--- config.mk ---
export PLATFORM = sky130hd
export DESIGN_NAME = first_fit_block_allocator_unit
export DESIGN_NICKNAME = d
export VERILOG_FILES = /design/src/sv/ffba_pkg.sv /design/src/sv/ffba_ram.sv /design/src/sv/first_fit_block_allocator_unit.sv
export SDC_FILE = /design/constraint.sdc
export NUM_CORES = 2
export LEC_CHECK = 0
export BUFFER_PORTS_ARGS = -buffer_cell sky130_fd_sc_hd__buf_2
export CAP_MARGIN = 20
export CORE_UTILIZATION = 28
export CTS_CLUSTER_SIZE = 10
export DETAILED_ROUTE_END_ITERATION = 12
export HOLD_SLACK_MARGIN = 0.1
export REMOVE_ABC_BUFFERS = 1
export SETUP_SLACK_MARGIN = 0.2
export SYNTH_ARGS = -nofsm -noshare
export SYNTH_HDL_FRONTEND = slang
export SYNTH_SLANG_ARGS = --single-unit
--- constraint.sdc ---
create_clock -name clk -period 7.7 [get_ports clk]
set_input_delay 0 -clock clk [delete_from_list [all_inputs] [get_ports clk]]
set_output_delay 0 -clock clk [all_outputs]
set_load 0.02 [all_outputs]
--- src/sv/ffba_pkg.sv ---
`default_nettype none
package ffba_pkg;

	// Default sizing of the extent table and of block indexes.
	localparam int MAX_EXTENTS_DEF      = 64;
	localparam int BLOCK_INDEX_BITS_DEF = 16;

	// Fixed widths of the port fields.
	localparam int MODE_W   = 2;
	localparam int FIELD_W  = 16;
	localparam int STATUS_W = 3;

	// Heap end after reset.
	localparam logic [FIELD_W-1:0] HEAP_END_RESET = 16'd4096;

	// Request codes.
	localparam logic [MODE_W-1:0] MODE_ALLOC   = 2'd0;
	localparam logic [MODE_W-1:0] MODE_FREE    = 2'd1;
	localparam logic [MODE_W-1:0] MODE_REALLOC = 2'd2;

	// Result codes.
	localparam logic [STATUS_W-1:0] ST_OK         = 3'd0;
	localparam logic [STATUS_W-1:0] ST_NO_SPACE   = 3'd1;
	localparam logic [STATUS_W-1:0] ST_NOT_FOUND  = 3'd2;
	localparam logic [STATUS_W-1:0] ST_TABLE_FULL = 3'd3;
	localparam logic [STATUS_W-1:0] ST_ZERO_COUNT = 3'd4;

endpackage
`default_nettype wire

--- src/sv/ffba_ram.sv ---
`default_nettype none
module ffba_ram #(
	parameter int WIDTH = 32,
	parameter int DEPTH = 64
) (
	input  wire logic                     clk,
	input  wire logic                     we,
	input  wire logic [$clog2(DEPTH)-1:0] waddr,
	input  wire logic [WIDTH-1:0]         wdata,
	input  wire logic [$clog2(DEPTH)-1:0] raddr,
	output logic      [WIDTH-1:0]         rdata
);

	logic [WIDTH-1:0] mem_q [DEPTH];

	// One write port and one read port with registered read data.
	always_ff @(posedge clk) begin
		if (we) begin
			mem_q[waddr] <= wdata;
		end
		rdata <= mem_q[raddr];
	end

endmodule
`default_nettype wire

--- src/sv/first_fit_block_allocator_unit.sv ---
// Channel  | Direction | Handshake          | Payload
// ---------+-----------+--------------------+----------------------------------------
// request  | in        | in_valid/in_ready  | mode, block_count, handle
// result   | out       | out_valid/out_ready| status, block_index, moved, old_index
// config   | in        | cfg_wr_en          | cfg_wr_data (heap end block)
//
// The extent table sits in a RAM with one write port, one read port and registered
// read, so a first-fit scan, a handle scan and every entry shifted on insert or
// remove read each table entry in one state and use it in the next.
// A reallocate that relocates does a handle scan, a fit scan, an insert and a
// remove, so it is the slowest request.
// Reset clears the table to the head extent alone; no clearing pass is needed.
// The block takes no new request while one is in work or waits to hand over its result.
`default_nettype none
module first_fit_block_allocator_unit #(
	parameter int MAX_EXTENTS      = ffba_pkg::MAX_EXTENTS_DEF,
	parameter int BLOCK_INDEX_BITS = ffba_pkg::BLOCK_INDEX_BITS_DEF
) (
	input  wire logic                           clk,
	input  wire logic                           arst_n,
	input  wire logic                           cfg_wr_en,
	input  wire logic [ffba_pkg::FIELD_W-1:0]   cfg_wr_data,
	input  wire logic                           in_valid,
	output logic                                in_ready,
	input  wire logic [ffba_pkg::MODE_W-1:0]    mode,
	input  wire logic [ffba_pkg::FIELD_W-1:0]   block_count,
	input  wire logic [ffba_pkg::FIELD_W-1:0]   handle,
	output logic                                out_valid,
	input  wire logic                           out_ready,
	output logic      [ffba_pkg::STATUS_W-1:0]  status,
	output logic      [ffba_pkg::FIELD_W-1:0]   block_index,
	output logic                                moved,
	output logic      [ffba_pkg::FIELD_W-1:0]   old_index
);
	import ffba_pkg::*;

	localparam int W  = BLOCK_INDEX_BITS;
	localparam int AW = $clog2(MAX_EXTENTS);
	localparam int CW = $clog2(MAX_EXTENTS + 1);
	localparam int EW = ((W > FIELD_W) ? W : FIELD_W) + 2;

	localparam logic [3:0] S_IDLE  = 4'd0;
	localparam logic [3:0] S_FS_RD = 4'd1;
	localparam logic [3:0] S_FS_EV = 4'd2;
	localparam logic [3:0] S_HS_RD = 4'd3;
	localparam logic [3:0] S_HS_EV = 4'd4;
	localparam logic [3:0] S_GP_RD = 4'd5;
	localparam logic [3:0] S_GP_EV = 4'd6;
	localparam logic [3:0] S_GROW  = 4'd7;
	localparam logic [3:0] S_SU_RD = 4'd8;
	localparam logic [3:0] S_SU_EV = 4'd9;
	localparam logic [3:0] S_SD_RD = 4'd10;
	localparam logic [3:0] S_SD_EV = 4'd11;
	localparam logic [3:0] S_DONE  = 4'd12;

	localparam logic [CW-1:0] CNT_MAX = CW'(MAX_EXTENTS);
	localparam logic [EW-1:0] CAP     = EW'(1) << W;

	logic [3:0]          state_q;
	logic [FIELD_W-1:0]  heap_end_q;
	logic [CW-1:0]       count_q;
	logic [CW-1:0]       j_q;
	logic [CW-1:0]       pos_q;
	logic [CW-1:0]       ipos_q;
	logic [EW-1:0]       prev_end_q;
	logic [EW-1:0]       need_q;
	logic [W-1:0]        where_q;
	logic [W-1:0]        len_q;
	logic                reloc_q;
	logic [MODE_W-1:0]   mode_q;
	logic [FIELD_W-1:0]  h_q;
	logic [STATUS_W-1:0] res_status_q;
	logic [FIELD_W-1:0]  res_idx_q;
	logic                res_moved_q;
	logic [FIELD_W-1:0]  res_old_q;
	logic                out_valid_q;
	logic [STATUS_W-1:0] out_status_q;
	logic [FIELD_W-1:0]  out_idx_q;
	logic                out_moved_q;
	logic [FIELD_W-1:0]  out_old_q;

	logic                ram_we;
	logic [AW-1:0]       ram_waddr;
	logic [2*W-1:0]      ram_wdata;
	logic [AW-1:0]       ram_raddr;
	logic [2*W-1:0]      ram_rdata;
	logic [W-1:0]        rd_start;
	logic [W-1:0]        rd_len;
	logic [EW-1:0]       rd_end;
	logic [EW-1:0]       limit;
	logic [EW-1:0]       fit_to;
	logic                fit_ok;
	logic [CW-1:0]       j_dec;
	logic [CW-1:0]       j_inc;
	logic                in_xfer;

	assign in_ready  = (state_q == S_IDLE);
	assign in_xfer   = in_valid && in_ready;
	assign rd_start  = ram_rdata[2*W-1:W];
	assign rd_len    = ram_rdata[W-1:0];
	assign rd_end    = EW'(rd_start) + EW'(rd_len);
	assign j_dec     = j_q - CW'(1);
	assign j_inc     = j_q + CW'(1);
	assign limit     = (EW'(heap_end_q) < CAP) ? EW'(heap_end_q) : CAP;

	// Shared gap test: does the gap from the previous end up to fit_to hold need_q blocks?
	assign fit_to = ((state_q == S_FS_RD) || (state_q == S_GP_RD)) ? limit : EW'(rd_start);
	assign fit_ok = (fit_to >= prev_end_q + need_q);

	// Table RAM port control.
	always_comb begin
		ram_we    = 1'b0;
		ram_waddr = j_q[AW-1:0];
		ram_wdata = ram_rdata;
		ram_raddr = j_q[AW-1:0];
		case (state_q)
			S_SU_RD: begin
				ram_raddr = j_dec[AW-1:0];
				ram_we    = (j_q == ipos_q);
				ram_waddr = ipos_q[AW-1:0];
				ram_wdata = {where_q, W'(need_q)};
			end
			S_SU_EV: begin
				ram_we = 1'b1;
			end
			S_SD_EV: begin
				ram_we    = 1'b1;
				ram_waddr = j_dec[AW-1:0];
			end
			S_GROW: begin
				ram_we    = 1'b1;
				ram_waddr = pos_q[AW-1:0];
				ram_wdata = {W'(h_q), W'(EW'(len_q) + need_q)};
			end
			default: begin
				ram_we = 1'b0;
			end
		endcase
	end

	ffba_ram #(
		.WIDTH(2 * W),
		.DEPTH(MAX_EXTENTS)
	) u_table (
		.clk  (clk),
		.we   (ram_we),
		.waddr(ram_waddr),
		.wdata(ram_wdata),
		.raddr(ram_raddr),
		.rdata(ram_rdata)
	);

	// Configuration register.
	always_ff @(posedge clk or negedge arst_n) begin
		if (!arst_n) begin
			heap_end_q <= HEAP_END_RESET;
		end else if (cfg_wr_en) begin
			heap_end_q <= cfg_wr_data;
		end
	end

	// Request sequencer.
	always_ff @(posedge clk or negedge arst_n) begin
		if (!arst_n) begin
			state_q     <= S_IDLE;
			count_q     <= CW'(1);
			out_valid_q <= 1'b0;
		end else begin
			// The done state loads the next result itself, so only clear outside it.
			if (out_valid_q && out_ready && (state_q != S_DONE)) begin
				out_valid_q <= 1'b0;
			end
			case (state_q)
				S_IDLE: begin
					if (in_xfer) begin
						mode_q       <= mode;
						h_q          <= handle;
						need_q       <= EW'(block_count);
						prev_end_q   <= EW'(1);
						j_q          <= CW'(1);
						reloc_q      <= 1'b0;
						res_status_q <= ST_OK;
						res_idx_q    <= '0;
						res_moved_q  <= 1'b0;
						res_old_q    <= '0;
						if (mode == MODE_ALLOC) begin
							if (block_count == '0) begin
								res_status_q <= ST_ZERO_COUNT;
								state_q      <= S_DONE;
							end else if (count_q >= CNT_MAX) begin
								res_status_q <= ST_TABLE_FULL;
								state_q      <= S_DONE;
							end else begin
								state_q <= S_FS_RD;
							end
						end else if (mode == MODE_FREE) begin
							state_q <= S_HS_RD;
						end else if (mode == MODE_REALLOC) begin
							if (block_count == '0) begin
								res_status_q <= ST_ZERO_COUNT;
								state_q      <= S_DONE;
							end else begin
								state_q <= S_HS_RD;
							end
						end else begin
							res_status_q <= ST_NOT_FOUND;
							state_q      <= S_DONE;
						end
					end
				end
				S_FS_RD: begin
					// Past the last extent the gap runs to the heap end, or to the index range if smaller.
					if (j_q == count_q) begin
						if (fit_ok) begin
							ipos_q  <= j_q;
							where_q <= W'(prev_end_q);
							state_q <= S_SU_RD;
						end else begin
							res_status_q <= ST_NO_SPACE;
							state_q      <= S_DONE;
						end
					end else begin
						state_q <= S_FS_EV;
					end
				end
				S_FS_EV: begin
					if (fit_ok) begin
						ipos_q  <= j_q;
						where_q <= W'(prev_end_q);
						j_q     <= count_q;
						state_q <= S_SU_RD;
					end else begin
						prev_end_q <= rd_end;
						j_q        <= j_inc;
						state_q    <= S_FS_RD;
					end
				end
				S_HS_RD: begin
					if (j_q == count_q) begin
						res_status_q <= ST_NOT_FOUND;
						state_q      <= S_DONE;
					end else begin
						state_q <= S_HS_EV;
					end
				end
				S_HS_EV: begin
					if (EW'(rd_start) == EW'(h_q)) begin
						pos_q      <= j_q;
						len_q      <= rd_len;
						prev_end_q <= rd_end;
						j_q        <= j_inc;
						state_q    <= (mode_q == MODE_FREE) ? S_SD_RD : S_GP_RD;
					end else begin
						j_q     <= j_inc;
						state_q <= S_HS_RD;
					end
				end
				S_GP_RD, S_GP_EV: begin
					if ((state_q == S_GP_RD) && (j_q != count_q)) begin
						state_q <= S_GP_EV;
					end else if (fit_ok) begin
						state_q <= S_GROW;
					end else if (count_q >= CNT_MAX) begin
						res_status_q <= ST_TABLE_FULL;
						state_q      <= S_DONE;
					end else begin
						// Relocate: look for room for the whole grown extent.
						need_q     <= EW'(len_q) + need_q;
						prev_end_q <= EW'(1);
						j_q        <= CW'(1);
						reloc_q    <= 1'b1;
						state_q    <= S_FS_RD;
					end
				end
				S_GROW: begin
					res_idx_q <= h_q;
					state_q   <= S_DONE;
				end
				S_SU_RD: begin
					// Move entries up one place until the insert slot is open.
					if (j_q == ipos_q) begin
						count_q <= count_q + CW'(1);
						if (reloc_q) begin
							pos_q   <= (ipos_q <= pos_q) ? pos_q + CW'(1) : pos_q;
							j_q     <= ((ipos_q <= pos_q) ? pos_q + CW'(1) : pos_q) + CW'(1);
							state_q <= S_SD_RD;
						end else begin
							res_idx_q <= FIELD_W'(where_q);
							state_q   <= S_DONE;
						end
					end else begin
						state_q <= S_SU_EV;
					end
				end
				S_SU_EV: begin
					j_q     <= j_dec;
					state_q <= S_SU_RD;
				end
				S_SD_RD: begin
					// Close the hole left by the removed entry.
					if (j_q == count_q) begin
						count_q <= count_q - CW'(1);
						if (reloc_q) begin
							res_idx_q   <= FIELD_W'(where_q);
							res_moved_q <= 1'b1;
							res_old_q   <= h_q;
						end else begin
							res_idx_q <= h_q;
						end
						state_q <= S_DONE;
					end else begin
						state_q <= S_SD_EV;
					end
				end
				S_SD_EV: begin
					j_q     <= j_inc;
					state_q <= S_SD_RD;
				end
				S_DONE: begin
					if (!out_valid_q || out_ready) begin
						out_valid_q  <= 1'b1;
						out_status_q <= res_status_q;
						out_idx_q    <= res_idx_q;
						out_moved_q  <= res_moved_q;
						out_old_q    <= res_old_q;
						state_q      <= S_IDLE;
					end
				end
				default: begin
					state_q <= S_IDLE;
				end
			endcase
		end
	end

	assign out_valid   = out_valid_q;
	assign status      = out_status_q;
	assign block_index = out_idx_q;
	assign moved       = out_moved_q;
	assign old_index   = out_old_q;

	// The table always holds the head extent and never more than its depth.
	a_count_range: assert property (@(posedge clk) disable iff (!arst_n)
		(count_q >= CW'(1)) && (count_q <= CNT_MAX))
		else $error("extent count out of range");

	// The head extent lives outside the RAM and is never overwritten.
	a_no_head_write: assert property (@(posedge clk) disable iff (!arst_n)
		ram_we |-> (ram_waddr != '0))
		else $error("write to head entry");

	// Completing an insert adds exactly one entry.
	a_insert_count: assert property (@(posedge clk) disable iff (!arst_n)
		((state_q == S_SU_RD) && (j_q == ipos_q)) |=> (count_q == $past(count_q) + CW'(1)))
		else $error("insert did not grow the table");

	// A relocation is only ever reported with a good status.
	a_moved_ok: assert property (@(posedge clk) disable iff (!arst_n)
		(out_valid_q && out_moved_q) |-> (out_status_q == ST_OK))
		else $error("moved flag on failed request");

endmodule
`default_nettype wire

==> results.ini <==
[route]
drt_pre_antenna_iters = 8
drt-wirelength-per-cell_um = 26.64
ant_nets = 0
viasPerCell = 5.046
drc = 0
wl_um = 242100
drtIter0Drc = 5638
vias = 45855

[place]
gp_congestion = 0.8189
place_area_mm2 = 0.09813
place_inst = 8616
place_hpwl_um = 143300
io_buffer_count = 92

[timing]
hold_viol = 0
slew_viol_final = 0
period_needed_ns = 5.834
finalClockSkew_ns = 0.05936
finalSetupViolCount = 0
grt_setup_unrepaired = false
tightest_slew_ns = 1.150
fmax_mhz = 171.4
fin_crit_sh_pct = 75.76
relSlewSlack_pct = 23.36

[yosys]
ys_async_sr_fraction_pct = 1.224
synth_edf_count = 2227
syn_area_per_cell_um2 = 21.36
ys_warn_count = 0
ys.flop_type = edfxtp_1
ys_ff_latch = 2287
netlist-cell-type-count = 74
seq_area_frac_synth_pct = 75.04
syn_inst = 4256
synth_area_mm2 = 0.09091

[floorplan]
start_util_pct = 28.24
dieArea_mm2 = 0.3270
placementRows = 208
core-area_mm2 = 0.3219
ios = 93
die_h_um = 571.8
die_w_um = 571.8

[finish]
mostFrequentLayoutCell = edfxtp_1
instances_no_fill = 9087
fin_nets = 4853
final_cell_mix = edfxtp_1 (2227), mux4_2 (640), clkbuf_16 (286)
post_route_cells_drive_above_1_share_pct = 28.61
area_growth_syn_to_layout_pct = 17.54
postLayoutCellArea_mm2 = 0.1069

[setup_path]
worst-path-buf-inv = 1
worstPathRequired_ns = 8.20
critPathSlowestCell = a211oi_1
cp_top_family = compound AO/OA/AOI/OAI gates
critPathCaptureType = register
startpoint_type = register
cp_slowest_stage_delay_ns = 0.90
crit_arrival_ns = 6.33
worstPathMaxFanout = 20
critPathKind = register to register
cp_cell_sequence = ha_1 > inv_1 > fa_1 > nor2b_1 > o31a_1 > o211ai_1 > nand2_1 > or4_1 > a31o_2 > a21oi_1 > xor2_1 > ha_1 > a2111oi_0 > o21ai_0 > o21ai_0 > o2111a_1 > nor2_1 > o221ai_2 > nand2b_1 > a211oi_1

[clock_network]
cts_tree = done
cts-buffers-inserted = 281
ctsResizeCount = 0
htreeDepth = 5
hold_buffers = 115
max-clock-path-buffers = 4
path_clk_slew_ns = 0.05
cts-root-buf = clkbuf_16
numClockSinks = 2287
cts_setup_buffers = 0
clkLatencyLatePin_ns = 0.91

[pwr]
vdd_drop_max_mv = 0.4223
power_density_mw_per_mm2 = 414.5
leakagePower_nw = 33.69

[min_path]
hp-class = input port to register

[global_route]
overflow = 0
grt_pass1_wl_um = 343500
antenna_found_initial = 14
grt_pass1_vias = 46565
grt_max_degree = 72
grt_usage_pct = 14.60

[run_status]
status = finished, final reports clean

[run]
drv_cap = 0

tightest hold or removal path: stages:
cell	delay (ns)
dlygate4sd3_1	0.54
buf_2	0.14
nand2_1	0.12
nand2_1	0.10
routing by layer:
layer	vias up	share of wire (%)	GRT usage, %
met5	-	0	0
met4	0	2.9	4.517
met1	24602	41	19.81
met3	383	8.4	2.982
li1	18728	-	-
met2	2142	48	23.50
cell type report:
cell class | count | area (um^2)
multi-input combinational | 1722 | 22370
clock inverter | 13 | 209.0
tap | 4305 | 5386
antenna | 4 | 10.01
fill | 29998 | 215100
inverter | 40 | 150.1
sequential | 2287 | 68220
timing repair buffer | 378 | 3161
clock buffer | 338 | 7352
flip-flops by register name, summed over array words and instances (netlist names), 17 cells and up:
| signal | flops |
|---|---|
| need_q | 18 |
| u_table.rdata | 32 |
| u_table.mem_q | 2048 |
| prev_end_q | 17 |
cells by family (layout without fill, tap and decap cells):
group           Yosys count  after routing  share of synthesized area [%]
compound gates          365            365                          2.758
xor+xnor                 92             92                         0.8946
fa+ha+maj                88             88                          1.244
buf+inv                 247            769                          1.217
flops                  2287           2287                          75.04
mux                     679            679                          16.33
other cells               0              4                              0
simple gates            498            498                          2.516
path summary, 6_finish.rpt:
kind,startpoint,endpoint,slack (ns),cells after the start
worst min register to register,res_old_q[0]$_SDFFCE_PN0P_,old_index[0]$_DFFE_PP_,0.42,0
min in group asynchronous,arst_n,heap_end_q[5]$_DFFE_PN0P_,0.23,4
worst min-delay path,block_count[0],need_q[0]$_DFFE_PP_,0.14,4
worst max register to register,need_q[0]$_DFFE_PP_,j_q[4]$_DFFE_PP_,1.87,20
max in group asynchronous,arst_n,count_q[0]$_DFFE_PN1P_,7.08,4
worst max-delay path,need_q[0]$_DFFE_PP_,j_q[4]$_DFFE_PP_,1.87,20
synth_stat cells, drive strengths merged, types with 34 or more instances:
library cell / instances / share of area [%]
o21ai: 70 / 0.39
xnor2: 39 / 0.38
edfxtp: 2227 / 74
a22oi: 97 / 0.80
inv: 40 / 0.17
mux2: 34 / 0.42
clkbuf: 69 / 0.28
buf: 138 / 0.77
mux4: 640 / 16
nor2: 145 / 0.60
a21oi: 55 / 0.30
ha: 84 / 1.2
nand2: 172 / 0.71
xor2: 53 / 0.51
metrics by stage:
| stage | utilization [%] | worst slack, ns | hold WS, ns | power (W) | TNS, ns |
|---|---|---|---|---|---|
| after floorplan | - | -36.76 | -0.2956 | 0.02826 | -1176.12 |
| after global placement | 30.46 | 1.728 | 0.07568 | 0.03292 | 0 |
| after detailed placement | 30.48 | 1.996 | 0.08674 | 0.03320 | 0 |
| after CTS | 33.19 | 1.969 | 0.1008 | 0.04465 | 0 |
| after global routing | 33.19 | 1.495 | 0.1277 | 0.04588 | 0 |
| final | 33.19 | 1.866 | 0.1384 | 0.04430 | 0 |
power by group:
group / switching [W] / total (W) / internal (W)
combinational: 0.00977 / 0.0157 / 0.00589
clock: 0.00467 / 0.0114 / 0.00673
sequential: 0.000544 / 0.0172 / 0.0167
Note: power is estimated with default switching activity, not from simulation.
